<file path="src/sv/imrt_pkg.sv">
// Shared constants, codes and control types of the I2C mux routing table.
`default_nettype none

package imrt_pkg;

   // Table geometry.
   localparam int CHANNEL_COUNT     = 8;
   localparam int SLOTS_PER_CHANNEL = 4;
   localparam int TABLE_DEPTH       = CHANNEL_COUNT * SLOTS_PER_CHANNEL;
   localparam int IDX_W             = (TABLE_DEPTH > 1) ? $clog2(TABLE_DEPTH) : 1;
   localparam int SLOT_W            = (SLOTS_PER_CHANNEL > 1) ? $clog2(SLOTS_PER_CHANNEL) : 1;

   // Field widths fixed by the interface.
   localparam int CH_W        = 3;
   localparam int REQ_CH_W    = 4;
   localparam int DEV_ADDR_W  = 7;
   localparam int CMD_W       = 2;
   localparam int REQ_TDATA_W = 16;
   localparam int RSP_TDATA_W = 24;

   // Reset address of the multiplexer chip.
   localparam logic [DEV_ADDR_W-1:0] MUX_ADDR_RESET = 7'd112;

   // Command codes carried in the request sideband.
   typedef enum logic [CMD_W-1:0] {
      OP_ADD    = 2'd0,
      OP_ACCESS = 2'd1,
      OP_SELECT = 2'd2,
      OP_NONE   = 2'd3
   } op_type;

   // Outcome of one item, held until the response register takes it.
   typedef enum logic [1:0] {
      RES_FAIL  = 2'd0,
      RES_ADD   = 2'd1,
      RES_ROUTE = 2'd2
   } res_kind_type;

   // Where the resolved channel comes from.
   typedef enum logic {
      SEL_REQ  = 1'b0,
      SEL_SCAN = 1'b1
   } found_sel_type;

   // Controller states.
   typedef enum logic [2:0] {
      ST_IDLE     = 3'd0,
      ST_DECODE   = 3'd1,
      ST_ADD      = 3'd2,
      ST_ACC      = 3'd3,
      ST_ACC_TAIL = 3'd4,
      ST_RESULT   = 3'd5
   } ctl_state_type;

   // Commands from controller to datapath.
   typedef struct packed {
      logic          load_req;
      logic          acc_step;
      logic          add_step;
      logic          add_write;
      logic          latch;
      res_kind_type  kind;
      found_sel_type sel;
      logic          out_load;
   } ctl_cmd_type;

   // Status from datapath to controller.
   typedef struct packed {
      op_type op;
      logic   ch_ok;
      logic   slot_last;
      logic   scan_last;
      logic   hit;
      logic   free;
      logic   out_free;
   } ctl_sts_type;

endpackage

`default_nettype wire

</file>
<file path="src/sv/imrt_ram.sv">
// Generic single-write, single-read RAM with registered read data.
`default_nettype none

module imrt_ram #(
   parameter int WIDTH = 8,
   parameter int DEPTH = 32
) (
   input  wire logic                                   clock,
   input  wire logic                                   wr_en,
   input  wire logic [((DEPTH > 1) ? $clog2(DEPTH) : 1)-1:0] wr_addr,
   input  wire logic [WIDTH-1:0]                       wr_data,
   input  wire logic [((DEPTH > 1) ? $clog2(DEPTH) : 1)-1:0] rd_addr,
   output logic      [WIDTH-1:0]                       rd_data
);

   logic [WIDTH-1:0] mem_ff [DEPTH];

   // Write port and registered read port.
   always_ff @(posedge clock) begin
      if (wr_en) begin
         mem_ff[wr_addr] <= wr_data;
      end
      rd_data <= mem_ff[rd_addr];
   end

endmodule

`default_nettype wire

</file>
<file path="src/sv/imrt_ctrl.sv">
// Controller state machine that sequences add, lookup and select items.
`default_nettype none

module imrt_ctrl (
   input  wire logic                 clock,
   input  wire logic                 reset,
   input  wire logic                 req_tvalid,
   output logic                      req_tready,
   input  wire imrt_pkg::ctl_sts_type sts,
   output imrt_pkg::ctl_cmd_type     cmd
);

   imrt_pkg::ctl_state_type state_ff;
   imrt_pkg::ctl_state_type state_in;

   // State register.
   always_ff @(posedge clock) begin
      if (reset) begin
         state_ff <= imrt_pkg::ST_IDLE;
      end else begin
         state_ff <= state_in;
      end
   end

   // Next state and commands.
   always_comb begin
      state_in   = state_ff;
      req_tready = 1'b0;
      cmd        = '0;
      cmd.kind   = imrt_pkg::RES_FAIL;
      cmd.sel    = imrt_pkg::SEL_REQ;
      unique case (state_ff)
         imrt_pkg::ST_IDLE: begin
            req_tready   = 1'b1;
            cmd.load_req = req_tvalid;
            if (req_tvalid) begin
               state_in = imrt_pkg::ST_DECODE;
            end
         end
         imrt_pkg::ST_DECODE: begin
            unique case (sts.op)
               imrt_pkg::OP_ADD: begin
                  if (sts.ch_ok) begin
                     state_in = imrt_pkg::ST_ADD;
                  end else begin
                     cmd.latch = 1'b1;
                     state_in  = imrt_pkg::ST_RESULT;
                  end
               end
               imrt_pkg::OP_ACCESS: begin
                  state_in = imrt_pkg::ST_ACC;
               end
               imrt_pkg::OP_SELECT: begin
                  cmd.latch = 1'b1;
                  if (sts.ch_ok) begin
                     cmd.kind = imrt_pkg::RES_ROUTE;
                  end
                  state_in = imrt_pkg::ST_RESULT;
               end
               default: begin
                  cmd.latch = 1'b1;
                  state_in  = imrt_pkg::ST_RESULT;
               end
            endcase
         end
         imrt_pkg::ST_ADD: begin
            // Walk the slots of the requested channel until a free one shows up.
            if (sts.free) begin
               cmd.add_write = 1'b1;
               cmd.latch     = 1'b1;
               cmd.kind      = imrt_pkg::RES_ADD;
               state_in      = imrt_pkg::ST_RESULT;
            end else if (sts.slot_last) begin
               cmd.latch = 1'b1;
               state_in  = imrt_pkg::ST_RESULT;
            end else begin
               cmd.add_step = 1'b1;
            end
         end
         imrt_pkg::ST_ACC: begin
            // One table read issued per cycle; the compare follows in the next cycle.
            if (sts.hit) begin
               cmd.latch = 1'b1;
               cmd.kind  = imrt_pkg::RES_ROUTE;
               cmd.sel   = imrt_pkg::SEL_SCAN;
               state_in  = imrt_pkg::ST_RESULT;
            end else begin
               cmd.acc_step = 1'b1;
               if (sts.scan_last) begin
                  state_in = imrt_pkg::ST_ACC_TAIL;
               end
            end
         end
         imrt_pkg::ST_ACC_TAIL: begin
            // Compare for the last entry read.
            cmd.latch = 1'b1;
            cmd.sel   = imrt_pkg::SEL_SCAN;
            if (sts.hit) begin
               cmd.kind = imrt_pkg::RES_ROUTE;
            end
            state_in = imrt_pkg::ST_RESULT;
         end
         imrt_pkg::ST_RESULT: begin
            if (sts.out_free) begin
               cmd.out_load = 1'b1;
               state_in     = imrt_pkg::ST_IDLE;
            end
         end
         default: begin
            state_in = imrt_pkg::ST_IDLE;
         end
      endcase
   end

endmodule

`default_nettype wire

</file>
<file path="src/sv/imrt_dpath.sv">
// Datapath: request registers, routing table, scan counters and response register.
`default_nettype none

module imrt_dpath (
   input  wire logic                                  clock,
   input  wire logic                                  reset,
   input  wire logic [imrt_pkg::REQ_TDATA_W-1:0]      req_tdata,
   input  wire logic [imrt_pkg::CMD_W-1:0]            req_tuser,
   input  wire logic                                  csr_wr_en,
   input  wire logic [imrt_pkg::DEV_ADDR_W-1:0]       csr_wr_data,
   input  wire imrt_pkg::ctl_cmd_type                 cmd,
   output imrt_pkg::ctl_sts_type                      sts,
   output logic                                       rsp_tvalid,
   input  wire logic                                  rsp_tready,
   output logic [imrt_pkg::RSP_TDATA_W-1:0]           rsp_tdata
);

   localparam int IDX_W  = imrt_pkg::IDX_W;
   localparam int SLOT_W = imrt_pkg::SLOT_W;
   localparam int CH_W   = imrt_pkg::CH_W;
   localparam int AW     = imrt_pkg::DEV_ADDR_W;

   localparam logic [AW-1:0] MUX_ADDR_RESET_W = imrt_pkg::MUX_ADDR_RESET;

   // Captured request.
   imrt_pkg::op_type              op_ff;
   logic [AW-1:0]                 dev_addr_ff;
   logic [imrt_pkg::REQ_CH_W-1:0] req_ch_ff;

   // Scan counters and the read in flight.
   logic [CH_W-1:0]   ch_ff;
   logic [SLOT_W-1:0] slot_ff;
   logic              rd_pend_ff;
   logic [CH_W-1:0]   rd_ch_ff;
   logic [IDX_W-1:0]  rd_idx_ff;

   // Per-entry valid bits; an entry that is not valid is an empty slot.
   logic [imrt_pkg::TABLE_DEPTH-1:0] vld_ff;

   // Outcome and routing state.
   imrt_pkg::res_kind_type kind_ff;
   logic [CH_W-1:0]        found_ff;
   logic [CH_W-1:0]        active_ch_ff;
   logic                   active_vld_ff;
   logic [AW-1:0]          mux_addr_ff;

   // Response register.
   logic                             rsp_tvalid_ff;
   logic [imrt_pkg::RSP_TDATA_W-1:0] rsp_tdata_ff;

   logic [IDX_W-1:0] acc_idx;
   logic [IDX_W-1:0] add_idx;
   logic [AW-1:0]    rd_data;
   logic             slot_last;
   logic             ch_last;
   logic             mux_write;
   logic [7:0]       addr_byte;
   logic [7:0]       sel_byte;

   // Table indexes for the lookup walk and for the add walk.
   assign acc_idx = IDX_W'(ch_ff) * IDX_W'(imrt_pkg::SLOTS_PER_CHANNEL) + IDX_W'(slot_ff);
   assign add_idx = IDX_W'(req_ch_ff[CH_W-1:0]) * IDX_W'(imrt_pkg::SLOTS_PER_CHANNEL)
                    + IDX_W'(slot_ff);

   assign slot_last = (slot_ff == SLOT_W'(imrt_pkg::SLOTS_PER_CHANNEL - 1));
   assign ch_last   = (ch_ff == CH_W'(imrt_pkg::CHANNEL_COUNT - 1));

   // Address store: written by add, read once per cycle by lookup.
   imrt_ram #(
      .WIDTH (AW),
      .DEPTH (imrt_pkg::TABLE_DEPTH)
   ) u_table (
      .clock   (clock),
      .wr_en   (cmd.add_write),
      .wr_addr (add_idx),
      .wr_data (dev_addr_ff),
      .rd_addr (acc_idx),
      .rd_data (rd_data)
   );

   // Request capture.
   always_ff @(posedge clock) begin
      if (cmd.load_req) begin
         op_ff       <= imrt_pkg::op_type'(req_tuser);
         dev_addr_ff <= req_tdata[AW-1:0];
         req_ch_ff   <= req_tdata[AW +: imrt_pkg::REQ_CH_W];
      end
   end

   // Scan counters and read tracking.
   always_ff @(posedge clock) begin
      if (reset) begin
         ch_ff      <= '0;
         slot_ff    <= '0;
         rd_pend_ff <= 1'b0;
      end else if (cmd.load_req) begin
         ch_ff      <= '0;
         slot_ff    <= '0;
         rd_pend_ff <= 1'b0;
      end else if (cmd.acc_step) begin
         rd_pend_ff <= 1'b1;
         if (slot_last) begin
            slot_ff <= '0;
            ch_ff   <= ch_last ? '0 : ch_ff + CH_W'(1);
         end else begin
            slot_ff <= slot_ff + SLOT_W'(1);
         end
      end else if (cmd.add_step) begin
         slot_ff <= slot_ff + SLOT_W'(1);
      end
   end

   always_ff @(posedge clock) begin
      if (cmd.acc_step) begin
         rd_ch_ff  <= ch_ff;
         rd_idx_ff <= acc_idx;
      end
   end

   // Valid bits: reset empties the whole table at once.
   always_ff @(posedge clock) begin
      if (reset) begin
         vld_ff <= '0;
      end else if (cmd.add_write) begin
         vld_ff[add_idx] <= 1'b1;
      end
   end

   // Outcome latch.
   always_ff @(posedge clock) begin
      if (cmd.latch) begin
         kind_ff <= cmd.kind;
         if (cmd.kind == imrt_pkg::RES_FAIL) begin
            found_ff <= '0;
         end else if (cmd.sel == imrt_pkg::SEL_SCAN) begin
            found_ff <= rd_ch_ff;
         end else begin
            found_ff <= req_ch_ff[CH_W-1:0];
         end
      end
   end

   // Configuration register.
   always_ff @(posedge clock) begin
      if (reset) begin
         mux_addr_ff <= MUX_ADDR_RESET_W;
      end else if (csr_wr_en) begin
         mux_addr_ff <= csr_wr_data;
      end
   end

   // A mux write is due when a route lands on a channel other than the active one.
   assign mux_write = (kind_ff == imrt_pkg::RES_ROUTE)
                      && (!active_vld_ff || (active_ch_ff != found_ff));
   assign addr_byte = mux_write ? {mux_addr_ff, 1'b0} : 8'd0;
   assign sel_byte  = mux_write ? (8'd1 << found_ff) : 8'd0;

   // Active channel tracking.
   always_ff @(posedge clock) begin
      if (reset) begin
         active_ch_ff  <= '0;
         active_vld_ff <= 1'b0;
      end else if (cmd.out_load && mux_write) begin
         active_ch_ff  <= found_ff;
         active_vld_ff <= 1'b1;
      end
   end

   // Response register.
   always_ff @(posedge clock) begin
      if (reset) begin
         rsp_tvalid_ff <= 1'b0;
      end else if (cmd.out_load) begin
         rsp_tvalid_ff <= 1'b1;
      end else if (rsp_tready) begin
         rsp_tvalid_ff <= 1'b0;
      end
   end

   always_ff @(posedge clock) begin
      if (cmd.out_load) begin
         rsp_tdata_ff <= {3'd0, sel_byte, addr_byte, mux_write, found_ff,
                          (kind_ff == imrt_pkg::RES_FAIL)};
      end
   end

   assign rsp_tvalid = rsp_tvalid_ff;
   assign rsp_tdata  = rsp_tdata_ff;

   // Status to the controller.
   always_comb begin
      sts           = '0;
      sts.op        = op_ff;
      sts.ch_ok     = (req_ch_ff < imrt_pkg::REQ_CH_W'(imrt_pkg::CHANNEL_COUNT));
      sts.slot_last = slot_last;
      sts.scan_last = slot_last && ch_last;
      sts.hit       = rd_pend_ff && vld_ff[rd_idx_ff] && (rd_data == dev_addr_ff);
      sts.free      = !vld_ff[add_idx];
      sts.out_free  = !rsp_tvalid_ff || rsp_tready;
   end

endmodule

`default_nettype wire

</file>
<file path="src/sv/i2c_mux_route_table_top.sv">
// Top level of the I2C mux routing table.
//
//   channel  | direction | ports                         | contents
//   request  | in        | req_tvalid/tready/tdata/tuser | command, device address, channel
//   response | out       | rsp_tvalid/tready/tdata       | status, channel, mux write bytes
//   config   | in        | csr_wr_en/csr_wr_data         | mux chip address
//
// An add walks the slots of its channel until one is free; a select or a rejected item goes
// straight to the result state; a lookup walks the table until a hit or its last entry:
// the lookup reads one table entry per cycle through the single read port of the table RAM.
// One item is worked at a time; the next is accepted once the result sits in the
// response register. Synchronous reset empties the table at once (valid bits).
// A stalled response holds the block in its result state until the register frees up.
`default_nettype none

module i2c_mux_route_table_top (
   input  wire logic                                  clock,
   input  wire logic                                  reset,
   input  wire logic                                  req_tvalid,
   output logic                                       req_tready,
   // [6:0] device_address, [10:7] channel, [15:11] zero
   input  wire logic [imrt_pkg::REQ_TDATA_W-1:0]      req_tdata,
   // [1:0] cmd
   input  wire logic [imrt_pkg::CMD_W-1:0]            req_tuser,
   output logic                                       rsp_tvalid,
   input  wire logic                                  rsp_tready,
   // [0] status, [3:1] found_channel, [4] mux_write, [12:5] mux_address_byte,
   // [20:13] select_byte, [23:21] zero
   output logic [imrt_pkg::RSP_TDATA_W-1:0]           rsp_tdata,
   input  wire logic                                  csr_wr_en,
   input  wire logic [imrt_pkg::DEV_ADDR_W-1:0]       csr_wr_data
);

   imrt_pkg::ctl_cmd_type cmd;
   imrt_pkg::ctl_sts_type sts;

   // Sequencer.
   imrt_ctrl u_ctrl (
      .clock      (clock),
      .reset      (reset),
      .req_tvalid (req_tvalid),
      .req_tready (req_tready),
      .sts        (sts),
      .cmd        (cmd)
   );

   // Table and result logic.
   imrt_dpath u_dpath (
      .clock       (clock),
      .reset       (reset),
      .req_tdata   (req_tdata),
      .req_tuser   (req_tuser),
      .csr_wr_en   (csr_wr_en),
      .csr_wr_data (csr_wr_data),
      .cmd         (cmd),
      .sts         (sts),
      .rsp_tvalid  (rsp_tvalid),
      .rsp_tready  (rsp_tready),
      .rsp_tdata   (rsp_tdata)
   );

endmodule

`default_nettype wire

</file>
<file path="config.mk">
export PLATFORM = sky130hd
export DESIGN_NAME = i2c_mux_route_table_top
export DESIGN_NICKNAME = d
export VERILOG_FILES = /design/src/sv/imrt_pkg.sv /design/src/sv/imrt_ram.sv /design/src/sv/imrt_ctrl.sv /design/src/sv/imrt_dpath.sv /design/src/sv/i2c_mux_route_table_top.sv
export SDC_FILE = /design/constraint.sdc
export NUM_CORES = 1
export LEC_CHECK = 0
export BUFFER_PORTS_ARGS = -buffer_cell sky130_fd_sc_hd__buf_4
export CAP_MARGIN = 20
export CORE_MARGIN = 2
export CORE_UTILIZATION = 50
export DETAILED_ROUTE_END_ITERATION = 10
export PLACE_DENSITY = 0.66
export SLEW_MARGIN = 20
export SYNTH_ARGS = -nofsm -noshare
export SYNTH_HDL_FRONTEND = slang
export SYNTH_HIERARCHICAL = 1
export SYNTH_SLANG_ARGS = --single-unit
</file>
<file path="constraint.sdc">
create_clock -name clock -period 4.1 [get_ports clock]
set_input_delay 0.41 -clock clock [delete_from_list [all_inputs] [get_ports clock]]
set_output_delay 0.41 -clock clock [all_outputs]
set_load 0.01 [all_outputs]
</file>
* After elaboration in Yosys (flattened, before gate mapping)
Memories as Yosys holds them, arrays and structs flattened. A register that Yosys moved wholly into a read port is not among the register bits.
Cells that the tools add are included.
** Word-level totals
- Register bits :: 100
- Latch bits :: 0
- RAM bits :: 224
- Bits in read-only memories :: 0
- Input bits :: 30
- Output and inout port bits :: 26
- Word-level logic and storage cells :: 109
- Memories :: 1
** Cells by class
- Add/subtract/negate cells :: 4
- $mul :: 0
- Divide/modulo/power cells :: 0
- Magnitude comparators :: 4
- Equality and inequality tests :: 16
- Shift-type cells :: 1
- Muxes and demuxes :: 45
- Bitwise logic cells :: 1
- Reductions and logical operators :: 19
** Memory list
- u_dpath.u_table.mem_ff :: depth 32, width 7, read ports 1, clocked after Yosys merged registers in 1, wr ports 1, RTL line imrt_ram.sv:16 : logic [WIDTH-1:0] mem_ff [DEPTH];
** Operators with widths (count)
- $or A32 B32 Y32 :: 1
- $mux W3 :: 9
- $mux W1 :: 20
- $pmux W3 S6 :: 1
- $mux W2 :: 7
- $lt A5 B6 Y1 const B :: 2
- $pmux W3 S4 :: 1
- $add A5 B2 Y5 :: 2
- $bmux W1 S5 :: 2
- $eq A3 B3 Y1 const B :: 3
- $shl A1 B3 Y8 const A :: 1
- $eq A7 B7 Y1 :: 1
- $eq A2 B2 Y1 const B :: 3
- $eq A3 B2 Y1 const B :: 2
- $logic_and A1 B1 Y1 :: 6
- $logic_not A2 Y1 :: 3
- $pmux W3 S2 :: 1
- $demux W1 S5 :: 1
- $ge A5 B1 Y1 const B :: 1
- $lt A4 B4 Y1 const B :: 1
- $mux W4 :: 1
- $ne A2 B2 Y1 const B :: 2
- $pmux W1 S2 :: 2
- $reduce_and A4 Y1 :: 1
- 13 further kinds :: 16

* Longest topological paths before layout
Gate-level depths: netlist of run 1.
- Depth after elaboration :: 7
- Mapped depth :: 11
- Gate-level depth less buffers :: 9

* Modules after synthesis
The synthesis of run 1 kept the hierarchy.
** Modules (own cells, without submodules)
- imrt_ram :: instances 1, cells each 370, area each 8833.5 sq um, sequential area each 6866.6 sq um
- imrt_dpath :: instances 1, cells each 340, area each 3976.3 sq um, sequential area each 2292.2 sq um
- imrt_ctrl :: instances 1, cells each 50, area each 340.3 sq um, sequential area each 60.1 sq um

* Worst setup path before layout of run 1
No wires, ideal clock.
- Kind :: reg2reg
- Start point :: register u_dpath.slot_ff[0]
- End point :: memory u_dpath/u_table/mem_ff[0][0] (netlist bit) (enable)
- Library setup time :: 0.360 ns
- Data arrival time :: 2.857 ns
- Data required time :: 3.740 ns
- Setup slack :: 0.883 ns
- Stages on the path, launching flop included :: 10
- Path buffers :: 3
- Clock period less this slack :: 3.217 ns
- Cell sequence :: dfxtp_1 -> buf_6 -> mux4_1 -> o32ai_1 -> or4_1 -> and3_1 -> buf_4 -> or3b_2 -> clkbuf_1 -> nor2_1
** RTL lines
- start, declared :: RTL line imrt_dpath.sv:32 : logic [SLOT_W-1:0] slot_ff;
- start signal, assigned :: RTL line imrt_dpath.sv:106 : slot_ff <= slot_ff + SLOT_W'(1);
- start signal, assigned :: RTL line imrt_dpath.sv:109 : slot_ff <= slot_ff + SLOT_W'(1);
- end, declared :: RTL line imrt_ram.sv:16

* Final worst setup path of run 1
- Start point :: register u_dpath/req_ch_ff[0] (netlist bit)
- End point :: memory u_dpath/u_table/mem_ff[8][4] (netlist bit) (enable)
** On the way
- Word-level cells in the longest chain between the ends :: 7
** Ends and longest elaborated chain
- start, declared :: RTL line imrt_dpath.sv:28 : logic [imrt_pkg::REQ_CH_W-1:0] req_ch_ff;
- start signal, assigned :: RTL line imrt_dpath.sv:86 : req_ch_ff <= req_tdata[AW +: imrt_pkg::REQ_CH_W];
- $add A5 B2 Y5 (*) :: RTL line imrt_dpath.sv:63 : + IDX_W'(slot_ff);
- $bmux W1 S5 :: RTL line imrt_dpath.sv:198 : sts.free = !vld_ff[add_idx];
- $mux W1 (implied by the code) :: RTL line imrt_dpath.sv:198
- $mux W1 :: RTL line imrt_ctrl.sv:68 : if (sts.free) begin
- $mux W2 :: RTL line imrt_ctrl.sv:32 : unique case (state_ff)
- $mux W1 :: RTL line imrt_ram.sv:20 : if (wr_en) begin
- $mux W1 (implied by the code) :: RTL line imrt_ram.sv:21 : mem_ff[wr_addr] <= wr_data;
Every way passes the cells marked *; elsewhere a longest branch is shown, timed or not. The select of a mux whose other input is x is not followed.

==> summary.txt, run 1 <==
met3 GRT Util: 0.04623
total power: 7.181 mW
Clock Skews: 0.03083 ns
Hold Path Origin: req_tdata[5]
antenna violations before repair: 0
routed vias: 7043
CP Max Fanout: 10
routed wire length: 27.30 mm
WP data required: 4.23 ns
status: finished clean
Inserted Diodes: 0
Post-CTS Setup Repair Bufs: 0
crit path time final: 3.516 ns
reg2reg start: u_dpath/req_ch_ff[0]
Clk pwr share: 0.435
CP startpoint: u_dpath/req_ch_ff[0]
final net count: 873
Post-synth EDFFs: 267
H-tree lvl count: 2
Initial Util: 0.5075
power density over cell area: 475.0 nW/um2
Worst-Margin Slew: 1.015 ns
FILL cells: 1911
largest net degree at the start of global routing: 61
Switching Power: 1.491 mW
#FFs+latches synth: 327
Max-Cap Viols: 0
CP max stage cell: or3b_2
Pint: 5.690 mW
register area share after synthesis: 0.7010
Clock Pin Slew Worst Setup and Hold Paths: 0.06 ns
gr busiest metal: met2
worst min-delay path category: input port to register
final slew viol count: 0
# setup viols final: 0
I/O Pins: 56
Net Sw Frac: 0.2076
Remaining Overflow, GRT: 0
row cnt: 59
Routability Congestion: 0.8426
Worst-Skew Late Latency: 0.52 ns
Syn-to-layout area delta: 14.97%
Reg power frac: 0.518
IO Port Bufs: 46
relative slew slack: 0.3235
Gate power share: 0.048
Unique masters post-synth: 52
share of cells above drive strength 1: 0.2639
Leakage: 5.010 nW
routing usage on met1: 0.2701
slowest stage delay, CP: 0.60 ns
vias in the first global route: 7240
CTS root buffer: clkbuf_16
CP Capture Type: register
Reg area: 9226 um2
Die X: 166.2 um
warnings from Yosys: 6
fmax: 284.4 MHz
drt drc: 0
Worst EP arrival: 3.64 ns
CTS Buf Count: 36
# clock sinks: 327
CP Cell Sequence: nor3b_1 > inv_1 > o22ai_1 > or4_1 > and3_1 > or3b_2 > nor2_1
Clock Path Buffers: 3
top_reg_cell synth: edfxtp_1
final instance area: 15120 um2
hpwl dp: 17.41 mm
mapped cell area: 13150 um2
area occupied by multi-input gates: 3621 um2
RSZ-0062 raised after global routing: false
routed vias/inst: 5.874
Syn Inst Count: 760
WL/cell: 22.77 um
Async SR Flop Fraction: 0
Die Area: 27610 um2
final setup TNS: 0 ns
Core Area: 25910 um2
initial drt markers: 815
TritonCTS clock tree: done
post-CTS sizing: 0
placed cell area: 13940 um2
ANT nets after route: 0
Startpoint Class: register
met2 Use GR: 0.3320
Fin. Hold Viols: 0
DIE HEIGHT: 166.2 um
Setup CP Type: register to register
first-pass iteration count of the detailed router: 7
Total GRT Usage: 0.2005
hold_buf cts: 0
Syn Area/Cell: 17.30 um2
worst IR drop on VDD: 0.3564 mV
period utilisation layout: 0.8576
first-pass GRT wire length: 42.15 mm
-- cells in the mapped netlist (7+ instances only) --
cell / number / area (um2)
nand2_1: 11 / 41.29
clkbuf_1: 22 / 82.58
mux2_2: 8 / 90.09
nor2b_1: 8 / 50.05
buf_2: 7 / 35.03
mux2i_1: 15 / 150.1
buf_4: 7 / 52.55
a21oi_1: 43 / 215.2
mux4_2: 76 / 1712
nor2_1: 87 / 326.6
buf_6: 7 / 78.83
and2_1: 13 / 81.33
o21ai_0: 9 / 45.04
dfxtp_1: 60 / 1201
inv_1: 15 / 56.30
xnor2_1: 8 / 70.07
edfxtp_1: 267 / 8018
mux4_1: 8 / 210.2
nand3_1: 7 / 35.03
nor3_1: 15 / 75.07
-- power by group through the flow --
stage / clock network, mW / logic [mW] / registers [mW]
CTS: 3.19 / 0.344 / 3.72
detailed placement: 0 / 0.342 / 3.79
global placement: 0 / 0.327 / 3.78
finish: 3.12 / 0.341 / 3.72
global route: 3.33 / 0.371 / 3.72
floorplan: 0 / 0.200 / 3.79
-- per-layer routing --
metal,vias to the layer above,part of all wire
met1,3627,0.42
met3,38,0.066
met4,0,0.019
met2,250,0.50
li1,3128,-
met5,-,0
-- stage by stage --
stage	hold WS, ns	utilization	instances	setup WS, ns
floorplan	0.4367	-	763	0.8834
global placement	0.4491	0.5381	1134	0.7490
detailed placement	0.4738	0.5381	1134	0.6203
CTS	0.04294	0.5835	1199	0.5926
global route	0.04437	0.5835	1199	0.3698
finish	0.06245	0.5835	1199	0.5836
-- area by class of cell --
type                    instances  area share
clock inverters                16    0.009518
flip-flops and latches        327      0.6103
multi-input cells             374      0.2395
repair buffers                 82     0.04072
clock buffers                  49     0.06828
inverters                      16    0.003973
well taps                     335     0.02772
-- cell families after synthesis --
group / synth area share
AND/OR/NAND/NOR: 0.06404
AO/OA/AOI/OAI: 0.03273
adder cells (fa/ha/maj): 0.005709
multiplexers: 0.1644
flip-flops: 0.7010
XOR/XNOR: 0.007327
buffers and inverters: 0.02445
other: 0.0002852
-- state kept, by name (all words and copies together), names as in the netlist, 3 cells and up --
signal	flops
u_dpath/u_table/rd_data	7
u_ctrl/state_ff	3
u_dpath/active_ch_ff	3
u_dpath/rsp_tdata	20
u_dpath/u_table/mem_ff	224
u_dpath/rd_ch_ff	3
u_dpath/req_ch_ff	4
u_dpath/mux_addr_ff	7
u_dpath/found_ff	3
u_dpath/dev_addr_ff	7
u_dpath/ch_ff	3
u_dpath/vld_ff	32
-- placed cells by master (no fill, tap or decap), types with 6 or more instances in the layout --
cell type,count
edfxtp_1,267
nor2_1,87
buf_4,82
mux4_2,76
dfxtp_1,58
a21oi_1,43
clkbuf_16,38
nor3_1,15
inv_1,15
mux2i_1,15
and2_1,13
nand2_1,11
o21ai_0,9
nor2b_1,8
mux2_2,8
xnor2_1,8
mux4_1,8
clkinv_2,7
clkbuf_1,7
nand3_1,7
nand2b_1,6
ha_1,6
-- critical path, delay by kind of cell, from the launching register on --
kind            cells  cell delay [ns]
compound gates      1             0.24
flops               1             0.54
buf+inv             1             0.10
simple gates        5             2.24
-- worst paths after layout --
path                             endpoint  slack, ns  cells past startpoint
max reg2reg  u_dpath/u_table/mem_ff[8][4]       0.58                      7
min                u_dpath/dev_addr_ff[5]       0.06                      1
min reg2reg         u_dpath/active_vld_ff       0.49                      2
max          u_dpath/u_table/mem_ff[8][4]       0.58                      7
Power figures use the tool's default switching activity.
==> run 2, diff against run 1 <==
ABC_AREA = 1   (was unset)
==> summary.txt, run 2 <==
Async SR Flop Fraction: 0
final setup TNS: 0 ns
total power: 8.145 mW
Reg2Reg Depth: 9
Inserted Diodes: 0
hpwl dp: 20.05 mm
initial drt markers: 879
worst IR drop on VDD: 0.4655 mV
hold_ws: 0.07577 ns
# setup viols final: 0
Syn Inst Count: 1361
Leakage: 5.968 nW
hold_buf cts: 0
largest net degree at the start of global routing: 71
Fin. Hold Viols: 0
CTS root buffer: clkbuf_16
final slew viol count: 0
final net count: 1455
Post-CTS Setup Repair Bufs: 0
relative slew slack: 0.4094
placed cell count: 1754
Unique masters post-synth: 32
CP Max Fanout: 10
synth cell count leaders: nand2_1 (423), edfxtp_1 (267), nand3_1 (208), inv_1 (92), nor2_1 (92)
RSZ-0062 raised after global routing: false
CP max stage cell: nor2_1
Remaining Overflow, GRT: 0
count leader, synth: nand2_1
Syn Area/Cell: 10.18 um2
power density over cell area: 522.3 nW/um2
#FFs+latches synth: 327
post-CTS sizing: 0
register area share after synthesis: 0.6651
worst min-delay path category: input port to register
CP startpoint: u_dpath/req_ch_ff[1]
Post-synth EDFFs: 267
warnings from Yosys: 6
Worst-Skew Late Latency: 0.53 ns
vias in the first global route: 9097
reg2reg start: u_dpath/req_ch_ff[1]
crit path time final: 3.521 ns
top post-synthesis cells by area: edfxtp_1 (58%), nand2_1 (11%), dfxtp_1 (8.7%)
commonest non-fill, non-tap cell in the layout: nand2_1
TritonCTS clock tree: done
Hold Path Origin: req_tdata[0]
Setup CP Type: register to register
share of cells above drive strength 1: 0.1003
I/O Pins: 56
Syn-to-layout area delta: 12.50%
CP Capture Type: register
Die X: 170.5 um
Clock Path Buffers: 3
period utilisation layout: 0.8588
mapped cell area: 13860 um2
# clock sinks: 327
CTS Buf Count: 35
H-tree lvl count: 2
IO Port Bufs: 46
Clock Skews: 0.02230 ns
Startpoint Class: register
first-pass GRT wire length: 49.62 mm
top_reg_cell synth: edfxtp_1
Worst-Margin Slew: 0.8859 ns
post-synth top area share: 0.5784
routed vias: 9704
Routability Congestion: 0.8957
Total GRT Usage: 0.2240
Core Area: 27100 um2
Worst EP arrival: 3.68 ns
WP data required: 4.26 ns
antenna violations before repair: 0
Initial Util: 0.5114
slowest stage delay, CP: 0.76 ns
Hold Crit Depth: 1
Top reg by flops: u_dpath/u_table/mem_ff
routed wire length: 31.95 mm
routed vias/inst: 5.338
first-pass iteration count of the detailed router: 5
WL/cell: 17.57 um
row cnt: 60
status: finished clean
ANT nets after route: 0
drt drc: 0
fmax: 284.0 MHz
commonest non-fill, non-tap cells in the layout: nand2_1 (423), edfxtp_1 (267), nand3_1 (208)
Max-Cap Viols: 0
Largest register FFs: 224
Die Area: 29070 um2
Clock Pin Slew Worst Setup and Hold Paths: 0.06 ns
CP Cell Sequence: nor3_1 > nand2_1 > nand2_1 > nor2_1 > nand2_1 > inv_1 > nor2_1 > nand3_1 > nor2_1
Post-Layout Cell Count: 1818
DIE HEIGHT: 170.5 um
Synth area leader: edfxtp_1
run 2: cell types whose count changed in the layout (fill, tap and decap cells not counted), sizes merged, moves of 9 or more:
| cell | delta |
|---|---|
| nand2 | +415 |
| nand3 | +201 |
| mux4 | -84 |
| inv | +80 |
| o21ai | +28 |
| a21oi | +16 |
| mux2i | -15 |
| and2 | -13 |
| nor2 | +9 |
run 2: per-stage QoR:
step	worst slack, ns	cell area (um2)	utilization
detailed placement	0.6936	14530	0.5363
finish	0.5788	15590	0.5754
global placement	0.7705	14530	0.5363
floorplan	1.206	13870	-
global route	0.3185	15590	0.5754
CTS	0.6698	15590	0.5754
run 2: routing by layer:
| layer | part of all wire | GRT usage | up-vias |
|---|---|---|---|
| met1 | 0.44 | 0.3245 | 4561 |
| met4 | 0.028 | 0.07061 | 0 |
| met2 | 0.46 | 0.3475 | 365 |
| li1 | - | - | 4719 |
| met3 | 0.074 | 0.03794 | 59 |
| met5 | 0 | 0 | - |
run 2: kinds of logic (layout without fill, tap and decap cells):
family / count (synthesis) / in the layout / synth area share
xor+xnor: 4 / 4 / 0.002528
simple gates: 752 / 752 / 0.2272
buf+inv: 161 / 243 / 0.05768
other cells: 1 / 4 / 0.0002705
fa+ha+maj: 6 / 6 / 0.005416
compound gates: 110 / 110 / 0.04179
flops: 327 / 327 / 0.6651
run 2: report_power, final:
part | internal, mW | total, mW | switching, mW | leakage, nW
combinational | 0.339 | 1.19 | 0.849 | 2.54
sequential | 3.88 | 4.06 | 0.178 | 2.91
clock | 1.68 | 2.89 | 1.22 | 0.520
run 2: layout make-up:
cell class / instances / area, um2
Clock inverter: 13 / 72.57
Multi-Input combinational cell: 876 / 3859
Inverter: 96 / 362.8
Sequential cell: 327 / 9224
Clock buffer: 51 / 987.2
Timing Repair Buffer: 83 / 623.1
Tap cell: 372 / 465.4
Fill cell: 2346 / 11510
run 2: worst paths after layout:
| check | to | slack (ns) |
|---|---|---|
| max reg2reg | u_dpath/u_table/mem_ff[25][6] | 0.58 |
| min reg2reg | u_dpath/mux_addr_ff[2] | 0.45 |
| max | u_dpath/u_table/mem_ff[25][6] | 0.58 |
| min | u_dpath/dev_addr_ff[0] | 0.08 |
run 2: critical path: cells and delay by family, from the launching register on:
kind / cells / cell delay, ns
and+or+nand+nor: 8 / 2.54
buffers and inverters: 1 / 0.05
DFF: 1 / 0.56
